[config.mk]
export PLATFORM = sky130hd
export DESIGN_NAME = joypad_mux_packet_receiver
export DESIGN_NICKNAME = d
export VERILOG_FILES = /design/src/hdl/jmpr_pkg.sv /design/src/hdl/joypad_mux_packet_receiver.sv /design/src/hdl/jmpr_datapath.sv /design/src/hdl/jmpr_controller.sv
export SDC_FILE = /design/constraint.sdc
export NUM_CORES = 1
export LEC_CHECK = 0
export ABC_AREA = 1
export BUFFER_PORTS_ARGS = -buffer_cell sky130_fd_sc_hd__buf_2
export CAP_MARGIN = 25
export CORE_MARGIN = 2
export CORE_UTILIZATION = 40
export DETAILED_ROUTE_END_ITERATION = 10
export SYNTH_ARGS = -nofsm -noshare
export SYNTH_HDL_FRONTEND = slang
export SYNTH_SLANG_ARGS = --single-unit
[constraint.sdc]
create_clock -name clk -period 2.8 [get_ports clk]
set_clock_uncertainty 0.2 [all_clocks]
set_input_delay 0.42 -clock clk [delete_from_list [all_inputs] [get_ports clk]]
set_output_delay 0.42 -clock clk [all_outputs]
set_load 0.005 [all_outputs]
[src/hdl/jmpr_pkg.sv]
// Package for the joypad multiplexer and command packet receiver.
// Holds the shared item types, controller state and command/status structs.
// No dependencies.
`timescale 1ns / 1ps
`default_nettype none

package jmpr_pkg;

    // Packet geometry
    localparam int PACKET_BYTES = 16;
    localparam int BYTE_IDX_W   = $clog2(PACKET_BYTES);
    localparam logic [BYTE_IDX_W-1:0] LAST_BYTE_INDEX = BYTE_IDX_W'(PACKET_BYTES - 1);

    // Pad registers on the configuration port
    localparam int PAD_COUNT = 4;
    localparam int PAD_IDX_W = $clog2(PAD_COUNT);

    localparam logic [PAD_IDX_W-1:0] REG_PAD_ONE   = 2'd0;
    localparam logic [PAD_IDX_W-1:0] REG_PAD_TWO   = 2'd1;
    localparam logic [PAD_IDX_W-1:0] REG_PAD_THREE = 2'd2;
    localparam logic [PAD_IDX_W-1:0] REG_PAD_FOUR  = 2'd3;

    localparam logic [7:0] PAD_RESET = 8'hff;

    // Multiplayer modes (2 and 3 both mean four players)
    localparam logic [1:0] MODE_ONE = 2'd0;
    localparam logic [1:0] MODE_TWO = 2'd1;

    // Player id forced by the multiplayer command
    localparam logic [1:0] PLAYER_AFTER_CMD = 2'd3;

    // Command code sits in byte 0 bits 7..3
    localparam logic [4:0] MULTI_CMD = 5'h11;

    localparam logic [3:0] NIBBLE_ALL = 4'hf;

    typedef struct packed {
        logic select_dpad;
        logic select_buttons;
    } in_item_t;

    typedef struct packed {
        logic [3:0]            joypad_nibble;
        logic [1:0]            current_player;
        logic [1:0]            player_mode;
        logic                  byte_valid;
        logic [7:0]            packet_byte;
        logic [BYTE_IDX_W-1:0] byte_index;
        logic                  last;
    } out_item_t;

    typedef enum logic {
        ST_IDLE,
        ST_EMIT
    } ctrl_state_t;

    // Controller to datapath
    typedef struct packed {
        logic load;      // take the input item and update the receiver
        logic next_byte; // step to the next packet byte
    } dp_cmd_t;

    // Datapath to controller
    typedef struct packed {
        logic final_result; // the result on show is the last of this item
    } dp_status_t;

endpackage

`default_nettype wire

[src/hdl/joypad_mux_packet_receiver.sv]
// Top level of the joypad multiplexer with command packet receiver.
// Depends on jmpr_pkg, jmpr_controller and jmpr_datapath.
//
// Usage:
//   Input channel (in_valid / in_stall / in_data): one transfer is one write of
//   the p14/p15 select lines. Output channel (out_valid / out_stall /
//   out_data): result items with the joypad nibble, player id, mode and,
//   for a completed packet, one packet byte each.
//   Configuration: cfg_write with cfg_index 0..3 loads pad registers 1..4;
//   write only while the block is idle.
//   Timing: the first result is valid the cycle after the input transfer.
//   An ordinary write gives one result. The stop bit of a good packet gives
//   16 results, one byte per cycle while the receiver does not stall, from
//   the packet store's single read port.
//   One item is handled at a time; in_stall stays high until the last
//   result of the current item has been taken.
//   Reset: pads read 0xff, player 0, single-player mode, receiver waiting
//   for a reset pulse. While out_stall is high the result on show holds.
`timescale 1ns / 1ps
`default_nettype none

module joypad_mux_packet_receiver
    import jmpr_pkg::*;
(
    input  wire logic                 clk,
    input  wire logic                 rst_n,
    input  wire logic                 in_valid,
    output logic                      in_stall,
    input  wire in_item_t             in_data,
    output logic                      out_valid,
    input  wire logic                 out_stall,
    output out_item_t                 out_data,
    input  wire logic                 cfg_write,
    input  wire logic [PAD_IDX_W-1:0] cfg_index,
    input  wire logic [7:0]           cfg_data
);

    dp_cmd_t    cmd;
    dp_status_t status;

    jmpr_controller u_ctrl (
        .clk       (clk),
        .rst_n     (rst_n),
        .in_valid  (in_valid),
        .in_stall  (in_stall),
        .out_valid (out_valid),
        .out_stall (out_stall),
        .status    (status),
        .cmd       (cmd)
    );

    jmpr_datapath u_dp (
        .clk       (clk),
        .rst_n     (rst_n),
        .cfg_write (cfg_write),
        .cfg_index (cfg_index),
        .cfg_data  (cfg_data),
        .in_data   (in_data),
        .cmd       (cmd),
        .out_data  (out_data),
        .status    (status)
    );

endmodule

`default_nettype wire

[src/hdl/jmpr_datapath.sv]
// Datapath: pad registers, player select, serial packet receiver and packet store.
// Depends on jmpr_pkg; driven by jmpr_controller through dp_cmd_t.
`timescale 1ns / 1ps
`default_nettype none

module jmpr_datapath
    import jmpr_pkg::*;
(
    input  wire logic                 clk,
    input  wire logic                 rst_n,
    input  wire logic                 cfg_write,
    input  wire logic [PAD_IDX_W-1:0] cfg_index,
    input  wire logic [7:0]           cfg_data,
    input  wire in_item_t             in_data,
    input  wire dp_cmd_t              cmd,
    output out_item_t                 out_data,
    output dp_status_t                status
);

    logic [7:0] pads_reg [PAD_COUNT];

    logic       dpad_lock_reg,   dpad_lock_next;
    logic       buttons_lock_reg, buttons_lock_next;
    logic [1:0] player_reg,      player_next;
    logic [1:0] mode_reg,        mode_next;
    logic       wait_pulse_reg,  wait_pulse_next;
    logic       wait_rel_reg,    wait_rel_next;
    logic       wait_stop_reg,   wait_stop_next;
    logic [2:0] bit_cnt_reg,     bit_cnt_next;
    logic [BYTE_IDX_W-1:0] byte_cnt_reg, byte_cnt_next;
    logic [7:0] shift_reg,       shift_next;
    logic       store_we;

    logic [7:0] store_mem [PACKET_BYTES];
    logic [7:0] byte0_reg;
    logic [7:0] byte1_reg;
    logic [7:0] rd_byte_reg;

    logic [3:0] nibble_reg,      nibble_next;
    logic       accepted_reg,    accepted_next;
    logic [BYTE_IDX_W-1:0] idx_reg;

    // Receiver and player update for one select-line write
    always_comb
    begin
        logic       p14;
        logic       p15;
        logic [7:0] pad;
        logic       bit_val;

        p14 = in_data.select_dpad;
        p15 = in_data.select_buttons;

        dpad_lock_next    = dpad_lock_reg;
        buttons_lock_next = buttons_lock_reg;
        player_next       = player_reg;
        mode_next         = mode_reg;
        wait_pulse_next   = wait_pulse_reg;
        wait_rel_next     = wait_rel_reg;
        wait_stop_next    = wait_stop_reg;
        bit_cnt_next      = bit_cnt_reg;
        byte_cnt_next     = byte_cnt_reg;
        shift_next        = shift_reg;
        store_we          = 1'b0;
        accepted_next     = 1'b0;
        bit_val           = ~p15;

        // select-all advances the player
        if (p14 && p15 && !dpad_lock_reg && !buttons_lock_reg)
        begin
            dpad_lock_next    = 1'b1;
            buttons_lock_next = 1'b1;
            player_next       = player_reg + 2'd1;
            if (mode_reg == MODE_ONE)
                player_next = 2'd0;
            else if (mode_reg == MODE_TWO)
                player_next = {1'b0, player_next[0]};
        end

        // nibble driven back
        pad         = pads_reg[player_next];
        nibble_next = NIBBLE_ALL;
        if (p14 && p15)
            nibble_next = NIBBLE_ALL - {2'b00, player_next};
        if (!p14)
            nibble_next = nibble_next & pad[3:0];
        if (!p15)
            nibble_next = nibble_next & pad[7:4];

        if (!p14 && p15)
            dpad_lock_next = 1'b0;
        if (p14 && !p15)
            buttons_lock_next = 1'b0;

        // serial packet protocol
        if (!p14 && !p15)
        begin
            wait_pulse_next = 1'b0;
            byte_cnt_next   = '0;
            bit_cnt_next    = '0;
            wait_rel_next   = 1'b1;
            wait_stop_next  = 1'b0;
        end
        else if (!wait_pulse_reg)
        begin
            if (p14 && p15)
            begin
                wait_rel_next = 1'b0;
            end
            else
            begin
                // bit without release: abort
                if (wait_rel_reg)
                begin
                    wait_stop_next  = 1'b0;
                    wait_pulse_next = 1'b1;
                    bit_cnt_next    = '0;
                    byte_cnt_next   = '0;
                end
                wait_rel_next = 1'b1;
                if (wait_stop_next)
                begin
                    if (!p14 && p15)
                    begin
                        if (byte0_reg[7:3] == MULTI_CMD)
                        begin
                            mode_next   = byte1_reg[1:0];
                            player_next = PLAYER_AFTER_CMD;
                        end
                        accepted_next   = 1'b1;
                        wait_stop_next  = 1'b0;
                        wait_pulse_next = 1'b1;
                    end
                end
                else
                begin
                    shift_next   = {bit_val, shift_reg[7:1]};
                    bit_cnt_next = bit_cnt_next + 3'd1;
                    if (bit_cnt_next == 3'd0)
                    begin
                        store_we = 1'b1;
                        if (byte_cnt_next == LAST_BYTE_INDEX)
                        begin
                            byte_cnt_next  = '0;
                            wait_stop_next = 1'b1;
                        end
                        else
                        begin
                            byte_cnt_next = byte_cnt_next + BYTE_IDX_W'(1);
                        end
                    end
                end
            end
        end
    end

    // Control state
    always_ff @(posedge clk or negedge rst_n)
    begin
        if (!rst_n)
        begin
            for (int i = 0; i < PAD_COUNT; i++)
                pads_reg[i] <= PAD_RESET;
            dpad_lock_reg    <= 1'b0;
            buttons_lock_reg <= 1'b0;
            player_reg       <= '0;
            mode_reg         <= MODE_ONE;
            wait_pulse_reg   <= 1'b1;
            wait_rel_reg     <= 1'b0;
            wait_stop_reg    <= 1'b0;
            bit_cnt_reg      <= '0;
            byte_cnt_reg     <= '0;
            shift_reg        <= '0;
            accepted_reg     <= 1'b0;
            idx_reg          <= '0;
        end
        else
        begin
            if (cfg_write)
                pads_reg[cfg_index] <= cfg_data;
            if (cmd.load)
            begin
                dpad_lock_reg    <= dpad_lock_next;
                buttons_lock_reg <= buttons_lock_next;
                player_reg       <= player_next;
                mode_reg         <= mode_next;
                wait_pulse_reg   <= wait_pulse_next;
                wait_rel_reg     <= wait_rel_next;
                wait_stop_reg    <= wait_stop_next;
                bit_cnt_reg      <= bit_cnt_next;
                byte_cnt_reg     <= byte_cnt_next;
                shift_reg        <= shift_next;
                accepted_reg     <= accepted_next;
                idx_reg          <= '0;
            end
            else if (cmd.next_byte)
            begin
                idx_reg <= idx_reg + BYTE_IDX_W'(1);
            end
        end
    end

    // Packet store, the two header bytes and the registered read port
    // (byte 0 is fetched on the load, each later byte on the step before it)
    always_ff @(posedge clk)
    begin
        if (cmd.load)
        begin
            nibble_reg  <= nibble_next;
            rd_byte_reg <= store_mem[BYTE_IDX_W'(0)];
            if (store_we)
            begin
                store_mem[byte_cnt_reg] <= shift_next;
                if (byte_cnt_reg == BYTE_IDX_W'(0))
                    byte0_reg <= shift_next;
                if (byte_cnt_reg == BYTE_IDX_W'(1))
                    byte1_reg <= shift_next;
            end
        end
        else if (cmd.next_byte)
        begin
            rd_byte_reg <= store_mem[idx_reg + BYTE_IDX_W'(1)];
        end
    end

    // Result fields
    always_comb
    begin
        out_data.joypad_nibble  = nibble_reg;
        out_data.current_player = player_reg;
        out_data.player_mode    = mode_reg;
        out_data.byte_valid     = accepted_reg;
        out_data.packet_byte    = accepted_reg ? rd_byte_reg : 8'h00;
        out_data.byte_index     = accepted_reg ? idx_reg : '0;
        out_data.last           = !accepted_reg || (idx_reg == LAST_BYTE_INDEX);
        status.final_result     = out_data.last;
    end

endmodule

`default_nettype wire

[src/hdl/jmpr_controller.sv]
// Controller: takes one select-line write, then shows its result or packet burst.
// Depends on jmpr_pkg; commands jmpr_datapath through dp_cmd_t.
`timescale 1ns / 1ps
`default_nettype none

module jmpr_controller
    import jmpr_pkg::*;
(
    input  wire logic       clk,
    input  wire logic       rst_n,
    input  wire logic       in_valid,
    output logic            in_stall,
    output logic            out_valid,
    input  wire logic       out_stall,
    input  wire dp_status_t status,
    output dp_cmd_t         cmd
);

    ctrl_state_t state_reg, state_next;

    always_ff @(posedge clk or negedge rst_n)
    begin
        if (!rst_n)
            state_reg <= ST_IDLE;
        else
            state_reg <= state_next;
    end

    // Next state
    always_comb
    begin
        state_next = state_reg;
        case (state_reg)
            ST_IDLE:
            begin
                if (in_valid)
                    state_next = ST_EMIT;
            end
            ST_EMIT:
            begin
                if (!out_stall && status.final_result)
                    state_next = ST_IDLE;
            end
            default:
                state_next = ST_IDLE;
        endcase
    end

    // Outputs
    always_comb
    begin
        in_stall      = 1'b1;
        out_valid     = 1'b0;
        cmd.load      = 1'b0;
        cmd.next_byte = 1'b0;
        case (state_reg)
            ST_IDLE:
            begin
                in_stall = 1'b0;
                cmd.load = in_valid;
            end
            ST_EMIT:
            begin
                out_valid     = 1'b1;
                cmd.next_byte = !out_stall && !status.final_result;
            end
            default:
            begin
                in_stall = 1'b1;
            end
        endcase
    end

    // One item in flight at a time
    a_no_accept_while_emitting: assert property (@(posedge clk) disable iff (!rst_n)
        out_valid |-> in_stall)
        else $error("input taken while a result is pending");

    a_accept_gives_result: assert property (@(posedge clk) disable iff (!rst_n)
        (in_valid && !in_stall) |=> out_valid)
        else $error("accepted item produced no result");

    a_final_ends_item: assert property (@(posedge clk) disable iff (!rst_n)
        (out_valid && !out_stall && status.final_result) |=> !out_valid)
        else $error("results continue past the final transfer");

    a_step_only_mid_burst: assert property (@(posedge clk) disable iff (!rst_n)
        cmd.next_byte |-> (out_valid && !status.final_result && !cmd.load))
        else $error("byte step outside a packet burst");

endmodule

`default_nettype wire
==> flow_metrics.env, run 1 <==
export IMPL_outcome="complete, no violations"
export IMPL_vias_per_cell=5.12
export IMPL_crit_path_max_fanout=8
export IMPL_yosys_area_top_type="edfxtp_1"
export IMPL_syn_nets=941
export IMPL_clockBufferDepth=3
export IMPL_worstSetupEndpointType="register"
export IMPL_antenna_found_initial=0
export IMPL_finalNonFillerCells=1298
export IMPL_ys_seq_area_share_pct=64.8
export IMPL_die_w_um=156
export IMPL_synth_edf_count=147
export IMPL_dp_cells=1248
export IMPL_finalSetupViolations=0
export IMPL_holdPathEnd="u_dp.pads_reg[10]$_DFFE_PN1P_"
export IMPL_io_buffers=40
export IMPL_start_util_pct=40.8
export IMPL_p_leak_uw=0.00445
export IMPL_nets=1017
export IMPL_seq_area_sq_um=6010
export IMPL_io_pins=41
export IMPL_worst_pin_slew_ns=0.680
export IMPL_power_density_nw_per_um2=837
export IMPL_slew_violations=0
export IMPL_dr_total_vias=6652
export IMPL_ir_drop_uv=578
export IMPL_synth_ff_type="edfxtp_1"
export IMPL_diodes=0
export IMPL_core_area_sq_um=22700
export IMPL_grt_use_total_pct=18.2
export IMPL_wl_um=21900
export IMPL_period_needed_ns=2.57
export IMPL_rows=55
export IMPL_cts_root_buf="clkbuf_16"
export IMPL_yosysMostFrequentCell="nand2_1"
export IMPL_period_share_pct=91.8
export IMPL_worst_hold_path_type="input port to register"
export IMPL_hold_start="cfg_data[2]"
export IMPL_async_flop_share_pct=29.7
export IMPL_stdcell_area_sq_um=10800
export IMPL_fin_tns_setup_ns=0
export IMPL_min_path_cells=3
export IMPL_rsz0062_at_grt="false"
export IMPL_placed_cell_area_sq_um=9980
export IMPL_grt_max_degree=65
export IMPL_avgSynthCellArea_sq_um=10.1
export IMPL_first_global_vias=6323
export IMPL_die_h_um=156
export IMPL_max_freq_mhz=389
export IMPL_arrival_ns=2.60
export IMPL_first_pass_iters=5
export IMPL_drt_initial_drc_count=449
export IMPL_cp_start_kind="register"
export IMPL_synth_cell_type_count=34
export IMPL_ant_nets=0
export IMPL_relSlewSlack_pct=54.5
export IMPL_globalRouteOverflowTotal=0
export IMPL_crit_type="register to register"
export IMPL_clk_pin_slew_worst_paths_ns=0.06
export IMPL_cts_sinks=209
export IMPL_r2r_end="u_dp.store_mem[8][7]$_DFFE_PP_"
export IMPL_multi_input_area_sq_um=2710
export IMPL_yosysWarningCount=0
export IMPL_max_cap_violations=0
export IMPL_largest_register_ffs=128
export IMPL_rr_worst_depth=12
export IMPL_drc=0
export IMPL_place_ws_ns=0.178
export IMPL_cts_tree="done"
export IMPL_holdWs_ns=0.00648
export IMPL_synth_area_leaders="edfxtp_1 (48%), dfstp_2 (9.4%), dfrtp_1 (7.8%), nand2_1 (7.5%), o21ai_0 (6.2%)"
export IMPL_r2r_slack_ns=0.23
export IMPL_synthToLayoutAreaGrowth_pct=16.8
export IMPL_dieArea_sq_um=24400
export IMPL_netlist_area_sq_um=9270
export IMPL_clkLatencyLatePin_ns=0.52
export IMPL_yosysTopAreaCellShare_pct=47.6
export IMPL_gp_congestion=0.821
export IMPL_netlist_instances=920
export IMPL_hold_viol=0
export IMPL_hpwl_um=14200
export IMPL_grt_pass1_wl_um=34100
export IMPL_routedWlPerCell_um=16.8
export IMPL_fillers=2110
export IMPL_timing_rr_start="u_dp.wait_rel_reg$_DFFE_PN0P_"
export IMPL_drive_above_1_share_pct=17.5
export IMPL_synthTopCellsByCount="nand2_1 (184), edfxtp_1 (147), nor2_1 (139)"
export IMPL_ys_seq_elements=209
export IMPL_cp_required_ns=2.83
export IMPL_fin_ws_ns=0.230
export IMPL_cts_made_buffers=23
export IMPL_htree_levels=1
-- routing by layer --
layer	vias to the layer above	share of wire, %	GRT usage (%)
met5	-	0	0
met4	0	3.3	6.64
met3	50	4.3	2.58
met2	177	49	30.9
met1	3166	44	23.8
li1	3259	-	-
-- power breakdown --
| group | switching [uW] | total (uW) | internal (uW) |
|---|---|---|---|
| clock network | 1230 | 3050 | 1820 |
| registers | 181 | 4130 | 3940 |
| logic | 1340 | 1890 | 551 |
| total | 2740 | 9060 | 6320 |
-- through the flow --
| step | power (uW) | utilization (%) |
|---|---|---|
| 2_1_floorplan | 5340 | - |
| 3_3_place_gp | 6040 | 44.0 |
| 3_5_place_dp | 6060 | 44.0 |
| 4_1_cts | 9130 | 47.7 |
| 5_1_grt | 9530 | 47.7 |
| 6_report | 9060 | 47.7 |
-- kinds of logic (layout without fill, tap and decap cells) --
logic type,Yosys count,in the layout,synth area share (%)
AO/OA/AOI/OAI,174,174,10.5
XOR/XNOR,2,2,0.270
adder cells (fa/ha/maj),4,4,0.540
buffers and inverters,136,229,5.98
flip-flops,209,209,64.8
AND/OR/NAND/NOR,395,395,17.8
-- final cells by class --
type | instances | area share (%)
Timing Repair Buffer | 89 | 5.78
Clock inverter | 14 | 1.43
Sequential cell | 209 | 55.5
Tap cell | 285 | 3.29
Clock buffer | 28 | 5.58
Multi-Input combinational cell | 575 | 25.0
Inverter | 98 | 3.40
-- cells in the final DEF (no fill, tap or decap), types with 23 or more instances in the layout --
cell,Yosys,layout
nor2_1,139,138
nand2_1,184,184
buf_2,8,40
o211ai_1,32,32
edfxtp_1,147,147
o21ai_0,114,114
dfrtp_1,29,28
dfstp_2,33,33
buf_4,3,38
nand3_1,51,51
clkbuf_16,0,23
inv_1,89,89
-- worst max path at each step --
stage                                        startpoint                              to  slack [ns]  depth (start not counted)
after floorplan           u_dp.wait_rel_reg$_DFFE_PN0P_  u_dp.store_mem[4][0]$_DFFE_PP_        0.34                         11
after global placement    u_dp.wait_rel_reg$_DFFE_PN0P_     u_dp.byte0_reg[3]$_DFFE_PP_        0.24                         11
after detailed placement  u_dp.wait_rel_reg$_DFFE_PN0P_     u_dp.byte0_reg[5]$_DFFE_PP_        0.18                         11
after CTS                 u_dp.wait_rel_reg$_DFFE_PN0P_     u_dp.byte0_reg[5]$_DFFE_PP_        0.17                         11
after global routing      u_dp.wait_rel_reg$_DFFE_PN0P_  u_dp.store_mem[9][0]$_DFFE_PP_       0.006                         12
final                     u_dp.wait_rel_reg$_DFFE_PN0P_  u_dp.store_mem[8][7]$_DFFE_PP_        0.23                         12
-- critical path, cell delays in order, from the launching register on --
cell      delay [ns]
dfrtp_1         0.44
inv_2           0.13
nand2_1         0.07
inv_1           0.08
ha_1            0.16
nand3b_1        0.14
nand3_2         0.12
nor2_4          0.15
inv_2           0.07
nor2_4          0.14
nand3_2         0.21
nor2_1          0.17
buf_4           0.20
-- timing repair --
action                                  4_1_cts  5_1_grt
hold buffers                                  8        0
resized for setup                             0        1
endpoints found under the setup margin        0        5
endpoints found under the hold margin        31        0
buffers inserted                              0        0
Power figures use the tool's default switching activity.
==> run 2: changes to the inputs <==
--- a/config.mk
+++ b/config.mk
@@ -6,11 +6,12 @@
 export NUM_CORES = 1
 export LEC_CHECK = 0
 export ABC_AREA = 1
-export BUFFER_PORTS_ARGS = -buffer_cell sky130_fd_sc_hd__buf_2
+export ABC_CLOCK_PERIOD_IN_PS = 2800
 export CAP_MARGIN = 25
 export CORE_MARGIN = 2
 export CORE_UTILIZATION = 40
 export DETAILED_ROUTE_END_ITERATION = 10
+export DONT_BUFFER_PORTS = 1
 export SYNTH_ARGS = -nofsm -noshare
 export SYNTH_HDL_FRONTEND = slang
 export SYNTH_SLANG_ARGS = --single-unit
==> run 2 against run 1 <==
Worst hold slack improved by 0.0054 ns. Combinational power fell by 3%. Power fell by 3.3%. Count of clock-buffer cells in the layout rose by 1. Register-to-register slack got worse by 0.03 ns. Final cell count fell by 3.0%. Critical endpoint is now u_dp.store_mem[1][7]$_DFFE_PP_. Largest cell class unchanged.
==> flow_metrics.env, run 2 (same netlist as run 1, synthesis figures left out) <==
export IMPL_clk_pin_slew_worst_paths_ns=0.06
export IMPL_seq_area_sq_um=6010
export IMPL_drc=0
export IMPL_drive_above_1_share_pct=13.7
export IMPL_first_global_vias=6266
export IMPL_finalPower_uw=8760
export IMPL_hold_start="in_data[1]"
export IMPL_rr_worst_depth=12
export IMPL_io_buffers=0
export IMPL_comb_power_share_pct=20.9
export IMPL_vias_per_cell=5.09
export IMPL_grt_pass1_wl_um=33700
export IMPL_power_switching_uw=2690
export IMPL_relSlewSlack_pct=57.2
export IMPL_r2r_slack_ns=0.20
export IMPL_rows=55
export IMPL_gp_congestion=0.796
export IMPL_timing_rr_start="u_dp.wait_rel_reg$_DFFE_PN0P_"
export IMPL_outcome="complete, no violations"
export IMPL_cp_start_kind="register"
export IMPL_switching_share_pct=30.7
export IMPL_max_stage_delay_ns=0.47
export IMPL_r2r_end="u_dp.store_mem[1][7]$_DFFE_PP_"
export IMPL_die_h_um=156
export IMPL_multi_input_area_sq_um=2720
export IMPL_holdWs_ns=0.0119
export IMPL_slew_violations=0
export IMPL_critPathTopFamily="simple AND/OR/NAND/NOR gates"
export IMPL_cts_tree="done"
export IMPL_io_pins=41
export IMPL_globalRouteOverflowTotal=0
export IMPL_slowest_stage="dfrtp_1"
export IMPL_htree_levels=1
export IMPL_worstSetupEndpointType="register"
export IMPL_grt_max_degree=65
export IMPL_crit_type="register to register"
export IMPL_wl_um=21300
export IMPL_dr_total_vias=6403
export IMPL_hold_viol=0
export IMPL_worst_pin_slew_ns=0.643
export IMPL_largest_register_ffs=128
export IMPL_worst_hold_path_type="input port to register"
export IMPL_power_density_nw_per_um2=827
export IMPL_max_freq_mhz=384
export IMPL_die_w_um=156
export IMPL_layout_common_cells="nand2_1 (184), edfxtp_1 (147), nor2_1 (137), o21ai_0 (114), inv_1 (89)"
export IMPL_clkPwrFrac_pct=31.9
export IMPL_ir_drop_uv=553
export IMPL_dieArea_sq_um=24400
export IMPL_path_depth=12
export IMPL_period_needed_ns=2.60
export IMPL_holdPathEnd="u_dp.wait_stop_reg$_DFFE_PN0P_"
export IMPL_hpwl_um=13700
export IMPL_grt_use_total_pct=17.8
export IMPL_crit_buf_inv=4
export IMPL_cts_sinks=209
export IMPL_clockBufferDepth=3
export IMPL_clkLatencyLatePin_ns=0.53
export IMPL_nets=979
export IMPL_cts_made_buffers=23
export IMPL_max_cap_violations=0
export IMPL_min_path_cells=4
export IMPL_synthToLayoutAreaGrowth_pct=14.4
export IMPL_crit_path_max_fanout=8
export IMPL_diodes=0
export IMPL_start_util_pct=40.8
export IMPL_fillers=2106
export IMPL_cp_cell_sequence="inv_2, nand2_1, inv_1, ha_1, nand3b_1, nand3_2, nor2_4, inv_2, nor2_4, nand3_2, nor2_1, buf_4"
export IMPL_p_int_uw=6070
export IMPL_first_pass_iters=7
export IMPL_arrival_ns=2.64
export IMPL_drt_initial_drc_count=515
export IMPL_core_area_sq_um=22700
export IMPL_antenna_found_initial=0
export IMPL_ant_nets=0
export IMPL_cts_root_buf="clkbuf_16"
export IMPL_placed_cell_area_sq_um=9750
export IMPL_stdcell_area_sq_um=10600
export IMPL_period_share_pct=92.9
export IMPL_rsz0062_at_grt="true"
export IMPL_finalSetupViolations=0
export IMPL_p_leak_uw=0.00425
export IMPL_routedWlPerCell_um=16.9
export IMPL_seqPwrFrac_pct=47.2
export IMPL_mostFrequentLayoutCell="nand2_1"
export IMPL_cp_required_ns=2.84
-- run 2: worst max path at each step --
stage                                      to  slack (ns)                           from
2_1_floorplan  u_dp.store_mem[4][0]$_DFFE_PP_        0.34  u_dp.wait_rel_reg$_DFFE_PN0P_
3_3_place_gp      u_dp.byte0_reg[3]$_DFFE_PP_        0.21  u_dp.wait_rel_reg$_DFFE_PN0P_
3_5_place_dp      u_dp.byte0_reg[3]$_DFFE_PP_        0.11  u_dp.wait_rel_reg$_DFFE_PN0P_
4_1_cts           u_dp.byte0_reg[3]$_DFFE_PP_        0.09  u_dp.wait_rel_reg$_DFFE_PN0P_
5_1_grt        u_dp.store_mem[1][7]$_DFFE_PP_       -0.02  u_dp.wait_rel_reg$_DFFE_PN0P_
6_report       u_dp.store_mem[1][7]$_DFFE_PP_        0.20  u_dp.wait_rel_reg$_DFFE_PN0P_
-- run 2: final cells by class --
type,count,share of cell area (%)
Sequential cell,209,56.7
Tap cell,285,3.36
Timing Repair Buffer,51,4.32
Inverter,98,3.47
Multi-Input combinational cell,575,25.6
Clock buffer,29,5.64
Clock inverter,12,0.885
-- run 2: what timing repair did --
action                                  CTS  global route
hold buffers                             13             0
endpoints found under the setup margin    0            25
resized for setup                         0             3
hold endpoints to repair                103             0
buffers inserted                          0             0
-- run 2: worst reg2reg max path: cells and delay by family (launching register included) --
family        cells  cell delay (ns)
simple gates      7             1.01
flops             1             0.47
buf+inv           4             0.48
fa+ha+maj         1             0.16
-- run 2: routing by layer --
metal / global-route usage (%) / vias to the layer above / share of wire, %
met5: 0 / - / 0
met4: 4.81 / 0 / 2.1
met3: 2.94 / 37 / 5.2
met2: 31.5 / 187 / 50
met1: 22.8 / 3003 / 43
li1: - / 3176 / -
-- run 2: through the flow --
| step | setup TNS [ns] | utilization, % | std cells | worst slack (ns) |
|---|---|---|---|---|
| 2_1_floorplan | 0 | - | 920 | 0.335 |
| 3_3_place_gp | 0 | 42.9 | 1205 | 0.206 |
| 3_5_place_dp | 0 | 42.9 | 1205 | 0.115 |
| 4_1_cts | 0 | 46.6 | 1259 | 0.0943 |
| 5_1_grt | -0.150 | 46.7 | 1259 | -0.0206 |
| 6_report | 0 | 46.7 | 1259 | 0.199 |
-- run 2: power groups by stage --
stage	Sequential, uW	Clock [uW]	Combinational, uW
floorplan	4150	0	1190
global placement	4190	0	1800
detailed placement	4190	0	1810
CTS	4140	2860	1860
global route	4170	2960	2080
finish	4140	2800	1830
==> run 3: changes to the inputs <==
--- a/config.mk
+++ b/config.mk
@@ -8,10 +8,13 @@
 export ABC_AREA = 1
 export ABC_CLOCK_PERIOD_IN_PS = 2800
 export CAP_MARGIN = 25
+export CELL_PAD_IN_SITES_DETAIL_PLACEMENT = 1
+export CELL_PAD_IN_SITES_GLOBAL_PLACEMENT = 1
 export CORE_MARGIN = 2
 export CORE_UTILIZATION = 40
 export DETAILED_ROUTE_END_ITERATION = 10
 export DONT_BUFFER_PORTS = 1
+export PLACE_DENSITY_LB_ADDON = 0.1
 export SYNTH_ARGS = -nofsm -noshare
 export SYNTH_HDL_FRONTEND = slang
 export SYNTH_SLANG_ARGS = --single-unit
==> run 3 against run 2 <==
Clock power up 11%. Worst setup slack better by 0.037 ns. Routed wire length grew 17%. Combinational power up 5%. Worst hold slack better by 0.017 ns. Largest cell class unchanged. Final cell count is the same. Flip-flop and latch count did not move. Critical endpoint is now u_dp.store_mem[1][6]$_DFFE_PP_. Critical path type unchanged. Register-to-register slack improved by 0.04 ns. First-iteration DRC count increased by 12%.
==> flow_metrics.env, run 3 (same netlist as run 1, synthesis figures left out) <==
export IMPL_outcome="complete, no violations"
export IMPL_finalSetupViolations=0
export IMPL_dr_total_vias=6577
export IMPL_holdWs_ns=0.0290
export IMPL_grt_pass1_wl_um=39400
export IMPL_globalRouteOverflowTotal=0
export IMPL_nets=978
export IMPL_clockBufferDepth=3
export IMPL_largest_register_ffs=128
export IMPL_wl_um=24900
export IMPL_routedWlPerCell_um=19.8
export IMPL_fin_tns_setup_ns=0
export IMPL_antenna_found_initial=0
export IMPL_cts_tree="done"
export IMPL_hold_viol=0
export IMPL_arrival_ns=2.61
export IMPL_power_density_nw_per_um2=862
export IMPL_synthToLayoutAreaGrowth_pct=15.0
export IMPL_max_freq_mhz=390
export IMPL_cts_made_buffers=24
export IMPL_first_pass_iters=6
export IMPL_cp_required_ns=2.84
export IMPL_grt_max_degree=65
export IMPL_max_cap_violations=0
export IMPL_core_area_sq_um=22700
export IMPL_drt_initial_drc_count=578
export IMPL_start_util_pct=40.8
export IMPL_die_w_um=156
export IMPL_critPathTopFamily="simple AND/OR/NAND/NOR gates"
export IMPL_drive_above_1_share_pct=14.0
export IMPL_crit_path_max_fanout=8
export IMPL_max_stage_delay_ns=0.40
export IMPL_clkLatencyLatePin_ns=0.53
export IMPL_rows=55
export IMPL_rsz0062_at_grt="false"
export IMPL_slowest_stage="dfrtp_1"
export IMPL_io_pins=41
export IMPL_layout_common_cells="nand2_1 (184), edfxtp_1 (147), nor2_1 (138), o21ai_0 (114), inv_1 (89)"
export IMPL_ant_nets=0
export IMPL_ir_drop_uv=434
export IMPL_cp_start_kind="register"
export IMPL_slew_violations=0
export IMPL_worst_hold_path_type="input port to register"
export IMPL_diodes=0
export IMPL_period_needed_ns=2.56
export IMPL_worstSetupEndpointType="register"
export IMPL_crit_type="register to register"
export IMPL_die_h_um=156
export IMPL_dieArea_sq_um=24400
export IMPL_first_global_vias=7043
export IMPL_gp_congestion=0.806
export IMPL_cts_root_buf="clkbuf_16"
export IMPL_period_share_pct=91.6
export IMPL_cts_sinks=209
export IMPL_p_leak_uw=0.00428
export IMPL_io_buffers=0
export IMPL_vias_per_cell=5.22
export IMPL_crit_buf_inv=4
export IMPL_grt_use_total_pct=21.2
export IMPL_htree_levels=1
export IMPL_relSlewSlack_pct=54.7
export IMPL_cp_cell_sequence="inv_2, nand2_1, inv_1, ha_1, nand3b_1, nand3_2, nor2_4, inv_2, nor2_4, nand3_2, nor2_1, buf_4"
export IMPL_worst_pin_slew_ns=0.678
export IMPL_mostFrequentLayoutCell="nand2_1"
export IMPL_hpwl_um=16700
export IMPL_clk_pin_slew_worst_paths_ns=0.06
export IMPL_drc=0
[run 3: cell count changes in the layout (fill, tap and decap cells not counted), moves of 2 or more]
cell	previous run	this run
clkinv_1	5	3
clkinv_4	0	3
clkbuf_8	0	3
clkbuf_1	6	3
[run 3: metal layers]
metal | track usage, % | share of wire [%]
met4 | 6.64 | 2.4
met5 | 0 | 0
met1 | 26.8 | 43
met2 | 37.7 | 50
met3 | 3.11 | 4.1
[run 3: layout make-up]
cell class | instances | area [sq um]
clock inverter | 13 | 134
tap | 285 | 357
clock buffer | 30 | 653
inverter | 98 | 368
timing repair buffer | 49 | 430
sequential | 209 | 6010
fill | 2519 | 12100
multi-input combinational | 575 | 2710
[run 3: stage by stage]
stage	utilization (%)	setup slack [ns]	power [uW]	cell area, sq um	instances
floorplan	-	0.335	5340	9270	920
CTS	46.9	0.205	9300	10700	1259
global placement	42.8	0.270	6060	9720	1203
global route	46.9	0.0531	9660	10700	1259
finish	46.9	0.236	9180	10700	1259
detailed placement	42.8	0.211	6130	9720	1203
[run 3: report_power, final]
group / leakage, uW / internal [uW] / switching (uW) / total (uW)
registers: 0.00207 / 3950 / 193 / 4140
logic: 0.00183 / 507 / 1430 / 1930
clock network: 0.000389 / 1840 / 1270 / 3110
[run 3: repair_timing]
action,in CTS,in global routing
endpoints found under the setup margin,0,5
hold buffers,13,0
gates resized for setup,0,1
setup buffers,0,0
endpoints found under the hold margin,102,0
[run 3: final timing paths]
check / from / to / slack (ns) / depth (start not counted)
setup / recovery: u_dp.wait_rel_reg$_DFFE_PN0P_ / u_dp.store_mem[1][6]$_DFFE_PP_ / 0.24 / 12
hold / removal: in_data[0] / u_dp.buttons_lock_reg$_DFFE_PN0P_ / 0.03 / 2
setup reg to reg: u_dp.wait_rel_reg$_DFFE_PN0P_ / u_dp.store_mem[1][6]$_DFFE_PP_ / 0.24 / 12
hold reg to reg: u_dp.pads_reg[0]$_DFFE_PN1P_ / u_dp.pads_reg[0]$_DFFE_PN1P_ / 0.30 / 2
max in group asynchronous: rst_n / u_dp.wait_pulse_reg$_DFFE_PN1P_ / 1.84 / 2
min in group asynchronous: rst_n / u_dp.idx_reg[2]$_DFFE_PN0P_ / 0.20 / 2
